### src/rtl/spq_pkg.sv
// Shared types and constants for the stable priority queue.
// Used by spq_ctrl, spq_datapath and stable_priority_queue; depends on nothing.

package spq_pkg;

   // Queue size and priority range. The result fields have fixed widths,
   // so these stay fixed too.
   localparam int DEPTH       = 16;
   localparam int PRIO_LEVELS = 5;

   localparam int PRIO_W = 3;
   localparam int ID_W   = 31;
   localparam int CNT_W  = 5;

   // Stream widths; the tdata widths are padded to whole bytes.
   localparam int REQ_TDATA_W = 40;
   localparam int RSP_TDATA_W = 40;
   localparam int RSP_TUSER_W = 3;

   // Request kinds.
   localparam logic OP_ENQUEUE = 1'b0;
   localparam logic OP_DEQUEUE = 1'b1;

   typedef enum logic [1:0] {
      STAT_DONE  = 2'd0,
      STAT_FULL  = 2'd1,
      STAT_EMPTY = 2'd2
   } status_type;

   // Commands from the controller to the datapath.
   typedef struct packed {
      logic load;   // Capture the accepted request.
      logic exec;   // Update the slots and load the response register.
   } cmd_type;

endpackage

### src/rtl/spq_ctrl.sv
// Controller for the stable priority queue: request and response handshakes.
// Depends on spq_pkg; drives the command struct of spq_datapath.

module spq_ctrl (
   input  logic             clock,
   input  logic             reset,
   input  logic             req_tvalid,
   output logic             req_tready,
   output logic             rsp_tvalid,
   input  logic             rsp_tready,
   output spq_pkg::cmd_type cmd
);

   typedef enum logic {
      ST_IDLE,
      ST_WORK
   } state_type;

   state_type state_ff, state_in;
   logic      rsp_valid_ff, rsp_valid_in;
   logic      out_free;

   assign req_tready = (state_ff == ST_IDLE);
   assign rsp_tvalid = rsp_valid_ff;
   assign out_free   = !rsp_valid_ff || rsp_tready;

   always_comb begin
      state_in     = state_ff;
      cmd.load     = 1'b0;
      cmd.exec     = 1'b0;
      rsp_valid_in = rsp_valid_ff && !rsp_tready;
      case (state_ff)
         ST_IDLE: begin
            if (req_tvalid) begin
               cmd.load = 1'b1;
               state_in = ST_WORK;
            end
         end
         ST_WORK: begin
            // The response register must be free or draining this cycle.
            if (out_free) begin
               cmd.exec     = 1'b1;
               rsp_valid_in = 1'b1;
               state_in     = ST_IDLE;
            end
         end
         default: begin
            state_in = ST_IDLE;
         end
      endcase
   end

   always_ff @(posedge clock) begin
      if (reset) begin
         state_ff     <= ST_IDLE;
         rsp_valid_ff <= 1'b0;
      end else begin
         state_ff     <= state_in;
         rsp_valid_ff <= rsp_valid_in;
      end
   end

endmodule

### src/rtl/spq_datapath.sv
// Datapath for the stable priority queue: request register, sorted shift-register
// slots, fill count and response register. Depends on spq_pkg; driven by spq_ctrl.

module spq_datapath (
   input  logic                                clock,
   input  logic                                reset,
   input  spq_pkg::cmd_type                    cmd,
   input  logic [spq_pkg::REQ_TDATA_W-1:0]     req_tdata,
   input  logic                                req_tuser,
   output logic [spq_pkg::RSP_TDATA_W-1:0]     rsp_tdata,
   output logic [spq_pkg::RSP_TUSER_W-1:0]     rsp_tuser
);

   localparam int DEPTH  = spq_pkg::DEPTH;
   localparam int PRIO_W = spq_pkg::PRIO_W;
   localparam int ID_W   = spq_pkg::ID_W;
   localparam int CNT_W  = spq_pkg::CNT_W;

   logic                op_ff;
   logic [PRIO_W-1:0]   prio_ff;
   logic [ID_W-1:0]     id_ff;

   logic [PRIO_W-1:0]   slot_prio_ff [DEPTH];
   logic [ID_W-1:0]     slot_id_ff   [DEPTH];
   logic [PRIO_W-1:0]   slot_prio_in [DEPTH];
   logic [ID_W-1:0]     slot_id_in   [DEPTH];
   logic [PRIO_W-1:0]   prev_prio    [DEPTH];
   logic [ID_W-1:0]     prev_id      [DEPTH];
   logic [DEPTH-1:0]    keep;
   logic [DEPTH-1:0]    keep_prev;

   logic [CNT_W-1:0]    count_ff, count_in;
   logic [PRIO_W-1:0]   prio_sat;
   logic                full, empty;

   logic                out_valid;
   logic [PRIO_W-1:0]   out_prio;
   logic [ID_W-1:0]     out_id;
   spq_pkg::status_type status;

   logic [spq_pkg::RSP_TDATA_W-1:0] rsp_tdata_ff;
   logic [spq_pkg::RSP_TUSER_W-1:0] rsp_tuser_ff;

   assign full  = (count_ff == CNT_W'(DEPTH));
   assign empty = (count_ff == '0);

   assign prio_sat = (prio_ff >= PRIO_W'(spq_pkg::PRIO_LEVELS))
                     ? PRIO_W'(spq_pkg::PRIO_LEVELS - 1) : prio_ff;

   // A slot keeps its entry when it is occupied and at least as urgent as (value
   // no greater than) the new entry; since slots are sorted these form a prefix.
   always_comb begin
      for (int k = 0; k < DEPTH; k++) begin
         keep[k] = (CNT_W'(k) < count_ff) && (slot_prio_ff[k] <= prio_sat);
      end
      keep_prev[0] = 1'b1;
      prev_prio[0] = prio_sat;
      prev_id[0]   = id_ff;
      for (int k = 1; k < DEPTH; k++) begin
         keep_prev[k] = keep[k-1];
         prev_prio[k] = slot_prio_ff[k-1];
         prev_id[k]   = slot_id_ff[k-1];
      end
   end

   always_comb begin
      count_in  = count_ff;
      out_valid = 1'b0;
      out_prio  = '0;
      out_id    = '0;
      status    = spq_pkg::STAT_DONE;
      for (int k = 0; k < DEPTH; k++) begin
         slot_prio_in[k] = slot_prio_ff[k];
         slot_id_in[k]   = slot_id_ff[k];
      end
      if (op_ff == spq_pkg::OP_ENQUEUE) begin
         if (full) begin
            status = spq_pkg::STAT_FULL;
         end else begin
            count_in = count_ff + CNT_W'(1);
            for (int k = 0; k < DEPTH; k++) begin
               if (!keep[k]) begin
                  // The first slot past the kept prefix takes the new entry;
                  // the ones after it take their left neighbor.
                  if (keep_prev[k]) begin
                     slot_prio_in[k] = prio_sat;
                     slot_id_in[k]   = id_ff;
                  end else begin
                     slot_prio_in[k] = prev_prio[k];
                     slot_id_in[k]   = prev_id[k];
                  end
               end
            end
         end
      end else begin
         if (empty) begin
            status = spq_pkg::STAT_EMPTY;
         end else begin
            count_in  = count_ff - CNT_W'(1);
            out_valid = 1'b1;
            out_prio  = slot_prio_ff[0];
            out_id    = slot_id_ff[0];
            for (int k = 0; k < DEPTH - 1; k++) begin
               slot_prio_in[k] = slot_prio_ff[k+1];
               slot_id_in[k]   = slot_id_ff[k+1];
            end
         end
      end
   end

   always_ff @(posedge clock) begin
      if (cmd.load) begin
         op_ff   <= req_tuser;
         prio_ff <= req_tdata[PRIO_W-1:0];
         id_ff   <= req_tdata[PRIO_W+ID_W-1:PRIO_W];
      end
      if (cmd.exec) begin
         for (int k = 0; k < DEPTH; k++) begin
            slot_prio_ff[k] <= slot_prio_in[k];
            slot_id_ff[k]   <= slot_id_in[k];
         end
         rsp_tdata_ff <= {count_in, (count_in == '0), out_id, out_prio};
         rsp_tuser_ff <= {status, out_valid};
      end
   end

   always_ff @(posedge clock) begin
      if (reset) begin
         count_ff <= '0;
      end else if (cmd.exec) begin
         count_ff <= count_in;
      end
   end

   assign rsp_tdata = rsp_tdata_ff;
   assign rsp_tuser = rsp_tuser_ff;

endmodule

### src/rtl/stable_priority_queue.sv
// Top level of the stable priority queue: controller plus datapath.
// Depends on spq_pkg, spq_ctrl and spq_datapath.
//
//  Group   Direction  Payload
//  req_    in         tuser: opcode; tdata: priority_req, entry_id
//  rsp_    out        tuser: out_valid, status; tdata: out_priority, out_id, empty_res, count
//
// One request at a time: it is captured (ST_IDLE), then executed (ST_WORK) by
// comparing all slots in parallel and shifting the sorted slot registers. The
// response register holds a result until taken; execution waits for it to drain.
// Reset clears the fill count and the handshake state; slot contents are not reset.

module stable_priority_queue (
   input  logic                              clock,
   input  logic                              reset,
   input  logic                              req_tvalid,
   output logic                              req_tready,
   input  logic [spq_pkg::REQ_TDATA_W-1:0]   req_tdata,  // [2:0] priority_req, [33:3] entry_id
   input  logic                              req_tuser,  // [0] opcode
   output logic                              rsp_tvalid,
   input  logic                              rsp_tready,
   output logic [spq_pkg::RSP_TDATA_W-1:0]   rsp_tdata,  // [2:0] out_priority, [33:3] out_id,
                                                         // [34] empty_res, [39:35] count
   output logic [spq_pkg::RSP_TUSER_W-1:0]   rsp_tuser   // [0] out_valid, [2:1] status
);

   spq_pkg::cmd_type cmd;

   spq_ctrl u_ctrl (
      .clock      (clock),
      .reset      (reset),
      .req_tvalid (req_tvalid),
      .req_tready (req_tready),
      .rsp_tvalid (rsp_tvalid),
      .rsp_tready (rsp_tready),
      .cmd        (cmd)
   );

   spq_datapath u_datapath (
      .clock     (clock),
      .reset     (reset),
      .cmd       (cmd),
      .req_tdata (req_tdata),
      .req_tuser (req_tuser),
      .rsp_tdata (rsp_tdata),
      .rsp_tuser (rsp_tuser)
   );

   // A result is written only into a free or draining response register.
   assert property (@(posedge clock) disable iff (reset)
      cmd.exec |-> (!rsp_tvalid || rsp_tready))
      else $error("response overwritten before it was taken");

   // The count never exceeds the queue depth.
   assert property (@(posedge clock) disable iff (reset)
      rsp_tvalid |-> (rsp_tdata[39:35] <= 5'(spq_pkg::DEPTH)))
      else $error("count beyond depth");

   // A refused enqueue only happens on a full queue.
   assert property (@(posedge clock) disable iff (reset)
      (rsp_tvalid && rsp_tuser[2:1] == spq_pkg::STAT_FULL)
      |-> (rsp_tdata[39:35] == 5'(spq_pkg::DEPTH)))
      else $error("full status with room left");

   // Empty flag agrees with the count, and a returned entry means success.
   assert property (@(posedge clock) disable iff (reset)
      rsp_tvalid |-> ((rsp_tdata[34] == (rsp_tdata[39:35] == 5'd0)) &&
                      (!rsp_tuser[0] || rsp_tuser[2:1] == spq_pkg::STAT_DONE)))
      else $error("inconsistent response flags");

endmodule

### config.mk
export PLATFORM = sky130hd
export DESIGN_NAME = stable_priority_queue
export DESIGN_NICKNAME = d
export VERILOG_FILES = /design/src/rtl/spq_pkg.sv /design/src/rtl/spq_ctrl.sv /design/src/rtl/spq_datapath.sv /design/src/rtl/stable_priority_queue.sv
export SDC_FILE = /design/constraint.sdc
export NUM_CORES = 1
export LEC_CHECK = 0
export BUFFER_PORTS_ARGS = -buffer_cell sky130_fd_sc_hd__buf_2
export CORE_ASPECT_RATIO = 2
export CORE_MARGIN = 10
export CORE_UTILIZATION = 45
export DETAILED_ROUTE_END_ITERATION = 6
export PLACE_DENSITY = 0.72
export SYNTH_ARGS = -nofsm -noshare
export SYNTH_HDL_FRONTEND = slang
export SYNTH_SLANG_ARGS = --single-unit
### constraint.sdc
create_clock -name clock -period 9.1 [get_ports clock]
set_input_delay 1.82 -clock clock [delete_from_list [all_inputs] [get_ports clock]]
set_output_delay 1.82 -clock clock [all_outputs]
set_load 0.01 [all_outputs]
# Yosys cells after proc, flatten, opt, wreduce, memory -nomap -nowiden
# Memories as Yosys holds them, arrays and structs flattened.
# Index checks and enable logic that the tools add are counted.
[word_totals]
reg_bits = 85
in_bits = 45
out_inout_bits = 45
elab_cells = 161
memories = 2
mem_bits_rw = 544
[classes]
order_cmp = 33
addsub = 2
n_bitwise = 2
n_mux = 88
eq_ne = 1
n_reduce_logical = 23
[memory_table]
columns = ["memory", "depth", "width", "rd", "rd_ports_with_merged_regs", "wr", "line", "source"]
rows = [
  ["u_datapath.slot_id_ff", 16, 31, 16, 0, 16, "spq_datapath.sv:24", "logic [ID_W-1:0] slot_id_ff [DEPTH];"],
  ["u_datapath.slot_prio_ff", 16, 3, 16, 0, 16, "spq_datapath.sv:23", "logic [PRIO_W-1:0] slot_prio_ff [DEPTH];"],
]
[ops]
columns = ["cell", "count"]
rows = [
  ["two-way mux 31 bit", 32],
  ["two-way mux 465 bit", 2],
  ["two-way mux 496 bit", 1],
  ["two-way mux 3 bit", 33],
  ["two-way mux 45 bit", 2],
  ["<= comparator 3 bit", 16],
  ["two-way mux 48 bit", 1],
  ["less-than comparator 4 x 5 -> 1 bit (first input constant)", 8],
  ["less-than comparator 3 x 5 -> 1 bit (first input constant)", 4],
  ["logical AND 1 bit", 17],
  ["two-way mux 5 bit", 3],
  ["two-way mux 1 bit", 11],
  ["logical NOT 5 bit", 2],
  ["less-than comparator 1 x 5 -> 1 bit (first input constant)", 2],
  ["less-than comparator 2 x 5 -> 1 bit (first input constant)", 2],
  ["adder 5 x 1 -> 5 bit (second input constant)", 1],
  ["== test 5 bit (second input constant)", 1],
  ["subtractor 5 x 1 -> 5 bit (second input constant)", 1],
  ["two-way mux 2 bit", 2],
  [">= comparator 3 bit (second input constant)", 1],
  ["logical NOT 1 bit", 2],
  ["NOT 1 bit", 2],
  ["one-hot mux 1 bit (2 select lines)", 1],
  ["OR reduction 2 bit", 1],
  ["logical OR 1 bit", 1],
]

# Logic depth before layout (Yosys ltp)
# Gate-level depths: netlist of the first run.
[depth]
ltp_word = 8
ltp_mapped = 14
depth_no_buf = 7

# By module
# Synthesis of the first run repeated with hierarchy kept, for this count alone.
[hier_totals]
hier_cells = 2806
area_unflattened_um2 = 32012.0
[by_module_without_submodules]
columns = ["mod", "seq_area_each_um2", "area_per_inst_um2", "cells_per_inst", "n_inst"]
rows = [
  ["spq_datapath", 18778.0, 31924.4, 2797, 1],
  ["spq_ctrl", 40.0, 87.6, 9, 1],
]

# Worst setup path before layout of the first run
# OpenSTA, ideal clock, no wires.
[synth_timing]
kind = "reg2reg"
from = "register, netlist name u_datapath.prio_ff[2]"
to = "memory u_datapath.slot_id_ff[14][0], in the netlist u_datapath.slot_id_ff[1][186], enable pin"
stages_incl_launch_ff = 13
synth_period_minus_slack_ns = 5.515
setup_time_ns = 0.477
required_time_ns = 8.623
arrival_ns = 5.037
n_path_buf = 5
path_slack_ns = 3.585
path_cell_list = "edfxtp_1 buf_4 buf_6 buf_4 clkbuf_1 nor2b_1 inv_1 ha_1 nand2b_1 a21boi_1 nor4_4 buf_2 a21boi_0"
[synth_rtl]
columns = ["element", "line"]
rows = [
  ["end, declared", "spq_datapath.sv:24"],
]

==> results of run 1 <==
registers in the layout, indices dropped and copies added, names as in the netlist:
register                 count
u_datapath.rsp_tuser         3
u_datapath.count_ff          5
u_datapath.slot_id_ff      496
u_datapath.id_ff            31
u_ctrl.rsp_tvalid            1
u_datapath.op_ff             1
u_datapath.slot_prio_ff     48
u_datapath.rsp_tdata        40
u_ctrl.state_ff              1
u_datapath.prio_ff           3
layout by cell type, fill, tap and decap left out, drive strengths merged, types with 4 or more instances in the layout:
master / netlist / final
edfxtp: 622 / 622
o211ai: 592 / 592
nand2: 554 / 554
a32oi: 192 / 192
buf: 85 / 171
nand4: 163 / 163
o311ai: 163 / 163
clkbuf: 284 / 65
nor3b: 42 / 42
and3: 39 / 39
mux2: 36 / 36
clkinv: 0 / 29
nor2: 27 / 27
a21oi: 24 / 24
o21ai: 22 / 22
nor2b: 20 / 20
ha: 19 / 19
nand2b: 17 / 17
inv: 14 / 16
o21a: 13 / 13
o31a: 10 / 10
nand3: 8 / 8
dfxtp: 7 / 7
or2: 7 / 7
mux2i: 6 / 6
nor3: 6 / 6
and2: 6 / 6
a21boi: 6 / 6
nand3b: 5 / 5
o211a: 5 / 5
or3: 5 / 5
bufinv: 0 / 5
o31ai: 5 / 5
and3b: 4 / 4
o221ai: 4 / 4
a31oi: 4 / 4
a311oi: 4 / 4
metal layers:
layer  global-route usage, %  share of wire (%)  routed length (µm)
met1                   25.81                 39               37610
met2                   36.85                 52               50130
met3                   2.528                6.9                6669
met4                   6.674                1.9                1856
met5                       0                  0                   0
cell type report:
| class | instances | area share (%) |
|---|---|---|
| clock inverters | 38 | 0.8430 |
| inverters | 14 | 0.1428 |
| flip-flops and latches | 629 | 51.12 |
| clock buffers | 65 | 3.957 |
| multi-input cells | 2048 | 37.45 |
| well taps | 1008 | 3.426 |
| repair buffers | 171 | 3.059 |
through the flow:
stage          cells  setup WS, ns  area (µm²)
2_1_floorplan   3060         3.585       33950
3_3_place_gp    3870         4.553       35040
3_5_place_dp    3870         4.456       35040
4_1_cts         3973         4.449       36810
5_1_grt         3973         4.098       36810
6_report        3973         4.406       36810
kinds of logic (layout without fill, tap and decap cells):
family | Yosys count | in the layout
simple gates | 913 | 913
xor+xnor | 2 | 2
fa+ha+maj | 19 | 19
flops | 629 | 629
buf+inv | 383 | 288
compound gates | 1072 | 1072
mux | 42 | 42
worst max-delay path by stage:
| stage | slack [ns] | from | to |
|---|---|---|---|
| 2_1_floorplan | 3.59 | u_datapath.prio_ff[2]$_DFFE_PP_ | u_datapath.slot_id_ff[1][186]$_DFFE_PP_ |
| 3_3_place_gp | 4.55 | u_datapath.prio_ff[2]$_DFFE_PP_ | u_datapath.slot_id_ff[1][138]$_DFFE_PP_ |
| 3_5_place_dp | 4.46 | u_datapath.prio_ff[2]$_DFFE_PP_ | u_datapath.slot_id_ff[1][138]$_DFFE_PP_ |
| 4_1_cts | 4.45 | u_datapath.prio_ff[2]$_DFFE_PP_ | u_datapath.slot_id_ff[1][142]$_DFFE_PP_ |
| 5_1_grt | 4.10 | u_datapath.count_ff[1]$_SDFFE_PP0P_ | u_datapath.slot_prio_ff[10][1]$_DFFE_PP_ |
| 6_report | 4.41 | u_datapath.count_ff[1]$_SDFFE_PP0P_ | u_datapath.slot_id_ff[1][65]$_DFFE_PP_ |
power groups by stage:
stage | Sequential (mW) | Clock (mW) | Combinational, mW
CTS | 3.61 | 2.45 | 1.03
global route | 3.64 | 2.55 | 1.13
finish | 3.62 | 2.40 | 1.04
floorplan | 3.63 | 0 | 0.728
global placement | 3.66 | 0 | 0.984
detailed placement | 3.67 | 0 | 1.03
worst reg2reg max path, stage by stage (launching register included):
cell	delay, ns
dfxtp_1	0.71
inv_1	0.21
ha_1	0.34
nor4bb_4	0.20
buf_4	0.31
nor2_4	0.48
buf_12	0.45
buf_4	0.85
nand2_1	0.48
o311ai_0	0.46
==> metrics.md, run 1 <==
| Metric | Value |
|---|---|
| Period minus WS final | `4.694 ns` |
| Post-synth top cells | `edfxtp_1, o211ai_1, nand2_1` |
| Most frequent cell after synthesis | `edfxtp_1` |
| YS warnings | `0` |
| Crit end category | `flop` |
| Most frequent CP cell | `buf_4` |
| VDD IR-drop max | `0.1398 mV` |
| Post-synthesis sequential area ratio | `55.43%` |
| Slowest cell on the critical path | `dfxtp_1` |
| RSZ-0062 raised after global routing | `false` |
| Vias in the first global route | `26920` |
| Final setup vio count | `0` |
| Post-synthesis simple-gate area fraction | `12.84%` |
| CP max stage delay | `0.71 ns` |
| H-tree levels | `2` |
| Net Switching | `1.973 mW` |
| Clk network pwr share | `34.0%` |
| Die ar. | `87500 µm²` |
| Crit-path max FO | `123` |
| Vias/cell | `6.790` |
| Fin util | `49.21%` |
| CP bufs+invs | `4` |
| GRT overflow | `0` |
| Starting Density | `45.39%` |
| CTS sink count | `629` |
| Post-synth cell types | `77` |
| Drt wl/cell | `24.23 µm` |
| Crit Path Category | `flop to flop` |
| Hold worst-path end | `u_ctrl.rsp_tvalid$_SDFF_PP0_` |
| Outcome | `completed` |
| Antenna diode count | `0` |
| Power Dens Cells | `191.8 nW/µm²` |
| Crit start category | `flop` |
| DR iter-0 viols | `3322` |
| Critical path required time | `9.51 ns` |
| Main area contributors after synthesis | `edfxtp_1, o211ai_1, nand2_1` |
| Min-Delay Startpoint | `u_ctrl.rsp_tvalid$_SDFF_PP0_` |
| Die width | `214.2 µm` |
| DRC errors left | `0` |
| Setup TNS | `0 ns` |
| Post-Route WL | `96260 µm` |
| Cell Rows | `142` |
| Tcrit/Tclk final | `51.58%` |
| CTS Hold Bufs | `0` |
| Synth Area in XOR/XNOR | `0.05160%` |
| Clock Latency Late Sink | `0.63 ns` |
| Hold depth | `2` |
| Post-synth EDFFs | `622` |
| Max cap viols | `0` |
| WP depth | `9` |
| GP Congestion | `0.8442` |
| Synth area leader | `edfxtp_1` |
| Number of antenna violations at the first check in global routing | `0` |
| Pleak | `11.16 nW` |
| Worst path cell trace | `inv_1 -> ha_1 -> nor4bb_4 -> buf_4 -> nor2_4 -> buf_12 -> buf_4 -> nand2_1 -> o311ai_0` |
| CTS tree | `built` |
| Global Route Usage Sum | `20.80%` |
| Syn Nets | `3124` |
| Syn avg cell area | `11.09 µm²` |
| WHS | `0.5496 ns` |
| Largest buffer count on any clock path | `3` |
| Slew Viols, Final | `0` |
| Reg2Reg Setup Slack | `4.41 ns` |
| IO Pins | `90` |
| Design Power | `7.061 mW` |
| Share of the synthesized area in the top cell type | `55.02%` |
| DP Wirelength | `66330 µm` |
| Drt first pass iters | `6` |
| Sw Ratio | `27.95%` |
| Postcts setup bufs | `0` |
| Logic pwr share | `14.7%` |
| Hold Fails Final Rpt | `0` |
| Clock Skew | `0.02012 ns` |
| Post-synthesis register bit count | `629` |
| Root buffer cell | `clkbuf_16` |
| Critical path arrival | `5.10 ns` |
| Vert. Die Dim | `408.4 µm` |
| Worst r2r src | `u_datapath.count_ff[1]$_SDFFE_PP0P_` |
| Fillers | `6585` |
| Pin count of the biggest net entering global routing | `246` |
| Antenna Nets Post-Route | `0` |
| Nets@finish | `2985` |
| P_int | `5.087 mW` |
| R2R Path End | `u_datapath.slot_id_ff[1][65]$_DFFE_PP_` |
| Mapped Cells | `3060` |
| Sequential share of power | `51.2%` |
| Hold WC Path Type | `flop to flop` |
| Mux contribution to synthesized area | `1.371%` |
| Relative max-transition margin | `19.09%` |
| Sequential cell area | `18820 µm²` |
| I/O Buffers | `83` |
| Post-synthesis adder-cell area fraction | `0.7002%` |
| Num CTS Buffers | `57` |
| Layout cells sized above 1 | `11.03%` |
| Vias | `26980` |
| Global-route wire length before repair | `151300 µm` |
| Mapped Area | `33950 µm²` |
| Area of the multi-input gates | `13780 µm²` |
| Clock-pin slew on the worst setup and hold paths | `0.07 ns` |
| Ys async rst share | `0%` |
| Post-cts resize count | `0` |
| Worst reg-to-reg path cell count | `9` |
| Largest family of logic cells by synthesized area | `compound AO/OA/AOI/OAI gates` |
| Compound-gate portion of the synthesized area | `25.01%` |
| Main flop type after synthesis | `edfxtp_1` |
| Cell family with most CP delay | `buffers and inverters` |
| Area Overhead vs Synth | `8.421%` |
| Worst Max-Slew Pin Slew | `1.214 ns` |
| Max Freq | `213.0 MHz` |
| CORE AREA | `74800 µm²` |
No activity file was read; power rests on OpenSTA's default activity.
==> run 2, diff against run 1 <==
Clock period 9.1 ns to 4.85 ns, I/O delays scaled along.
==> run 2 against run 1 <==
Against the previous run:
- register-to-register slack worse by 3.5 ns
- sequential share of layout area down 0.082 points
- global-route usage down 0.10 points
- clock-buffer cell count up 3
- hold slack worse by 0.039 ns
- power up 88%
- wire length about the same
- via count up 0.28%
- sequential cell count unchanged
- largest cell class unchanged
- largest power group unchanged
- highest routed layer unchanged
==> metrics.md, run 2 (synthesis results as in run 1) <==
| Metric | Value |
|---|---|
| Cell Rows | `142` |
| Clock-pin slew on the worst setup and hold paths | `0.07 ns` |
| Hold Fails Final Rpt | `0` |
| Setup TNS | `0 ns` |
| Hold WC Path Type | `input port to flop` |
| Slew Viols, Final | `0` |
| Critical path required time | `5.25 ns` |
| Crit start category | `flop` |
| Vias in the first global route | `27110` |
| GRT overflow | `0` |
| CTS tree | `built` |
| Most common cell after layout, fill and taps aside | `edfxtp_1` |
| Post-Route WL | `96290 µm` |
| Crit end category | `flop` |
| Max reg flops | `496` |
| DR iter-0 viols | `3043` |
| Crit-path max FO | `35` |
| Post-cts resize count | `0` |
| WHS | `0.5105 ns` |
| Critical path arrival | `4.32 ns` |
| Antenna Nets Post-Route | `0` |
| Vias/cell | `6.796` |
| Outcome | `completed` |
| Pin count of the biggest net entering global routing | `226` |
| Place WS | `1.006 ns` |
| Postcts setup bufs | `0` |
| Final setup vio count | `0` |
| Largest buffer count on any clock path | `3` |
| Fin util | `49.29%` |
| Dpl cell area | `35090 µm²` |
| Clock Skew | `0.02832 ns` |
| Relative max-transition margin | `18.17%` |
| CTS sink count | `629` |
| Design Power | `13.27 mW` |
| Fillers | `6515` |
| Die width | `214.2 µm` |
| Tcrit/Tclk final | `80.96%` |
| DP Wirelength | `67070 µm` |
| Drt wl/cell | `24.19 µm` |
| Global-route wire length before repair | `150000 µm` |
| Power Dens Cells | `360.0 nW/µm²` |
| Max Freq | `254.7 MHz` |
| Crit Path Category | `flop to flop` |
| CTS Hold Bufs | `0` |
| Number of antenna violations at the first check in global routing | `1` |
| Finished Layout Cells | `3981` |
| Regs by FF count | `u_datapath.slot_id_ff: 496 flops, u_datapath.slot_prio_ff: 48 flops, u_datapath.rsp_tdata: 40 flops` |
| IO Pins | `90` |
| RSZ-0062 raised after global routing | `false` |
| Final worst setup slack | `0.9236 ns` |
| Period minus WS final | `3.926 ns` |
| Leading cell types in the layout, fill and taps excluded | `edfxtp_1, o211ai_1, nand2_1, a32oi_1, nand4_1` |
| H-tree levels | `2` |
| GP Congestion | `0.8691` |
| Pleak | `11.19 nW` |
| CORE AREA | `74800 µm²` |
| Placed insts | `3875` |
| Nets@finish | `2990` |
| Die ar. | `87500 µm²` |
| VDD IR-drop max | `0.2808 mV` |
| Max cap viols | `0` |
| Clock Latency Late Sink | `0.64 ns` |
| Top reg by flops | `u_datapath.slot_id_ff` |
| Area Overhead vs Synth | `8.595%` |
| Worst Max-Slew Pin Slew | `1.227 ns` |
| Root buffer cell | `clkbuf_16` |
| Drt first pass iters | `6` |
| Vias | `27050` |
| Starting Density | `45.39%` |
| DRC errors left | `0` |
| Final instance area | `36870 µm²` |
| Vert. Die Dim | `408.4 µm` |
| I/O Buffers | `83` |
| Num CTS Buffers | `57` |
| Global Route Usage Sum | `20.69%` |
| Layout cells sized above 1 | `11.20%` |
-- run 2: cell types whose count changed in the layout (fill, tap and decap cells not counted), moves of 2 or more --
| cell | delta |
|---|---|
| buf_4 | +4 |
| clkbuf_1 | +3 |
| clkinv_1 | -2 |
| clkinv_2 | +2 |
-- run 2: power by group --
part	internal, mW	total, mW	leakage [nW]	switching (mW)
logic	0.608	1.95	4.47	1.34
clock network	2.42	4.53	0.874	2.11
registers	6.53	6.79	5.85	0.262
-- run 2: routing by layer --
metal / vias to the layer above / GRT usage (%) / wire length (µm)
li1: 12270 / - / -
met1: 13250 / 25.55 / 37030
met2: 1344 / 36.31 / 50010
met3: 186 / 2.491 / 6958
met4: 0 / 7.827 / 2286
met5: - / 0 / 0
-- run 2: cell type report --
| cell class | count | area [µm²] | area share, % |
|---|---|---|---|
| clock inverters | 37 | 305.3 | 0.8281 |
| flip-flops and latches | 629 | 18820 | 51.04 |
| inverters | 14 | 52.55 | 0.1425 |
| clock buffers | 68 | 1468 | 3.981 |
| multi-input cells | 2048 | 13780 | 37.39 |
| diodes | 1 | 2.502 | 0.006787 |
| repair buffers | 176 | 1176 | 3.190 |
| well taps | 1008 | 1261 | 3.421 |
-- run 2: critical path, cell delays in order, from the launching register on --
cell      delay [ns]
dfxtp_1         0.70
inv_1           0.22
ha_1            0.31
nor4bb_4        0.19
buf_4           0.30
nor2_4          0.73
buf_4           0.37
nand2_1         0.32
o311ai_0        0.51
-- run 2: path summary, 6_finish.rpt --
kind	to	slack, ns	startpoint	depth (start not counted)
hold / removal	u_datapath.id_ff[10]$_DFFE_PP_	0.51	req_tdata[13]	1
hold reg to reg	u_datapath.slot_id_ff[1][203]$_DFFE_PP_	0.56	u_datapath.slot_id_ff[1][234]$_DFFE_PP_	2
setup / recovery	u_datapath.slot_id_ff[1][51]$_DFFE_PP_	0.92	u_datapath.count_ff[1]$_SDFFE_PP0P_	8
setup reg to reg	u_datapath.slot_id_ff[1][51]$_DFFE_PP_	0.92	u_datapath.count_ff[1]$_SDFFE_PP0P_	8
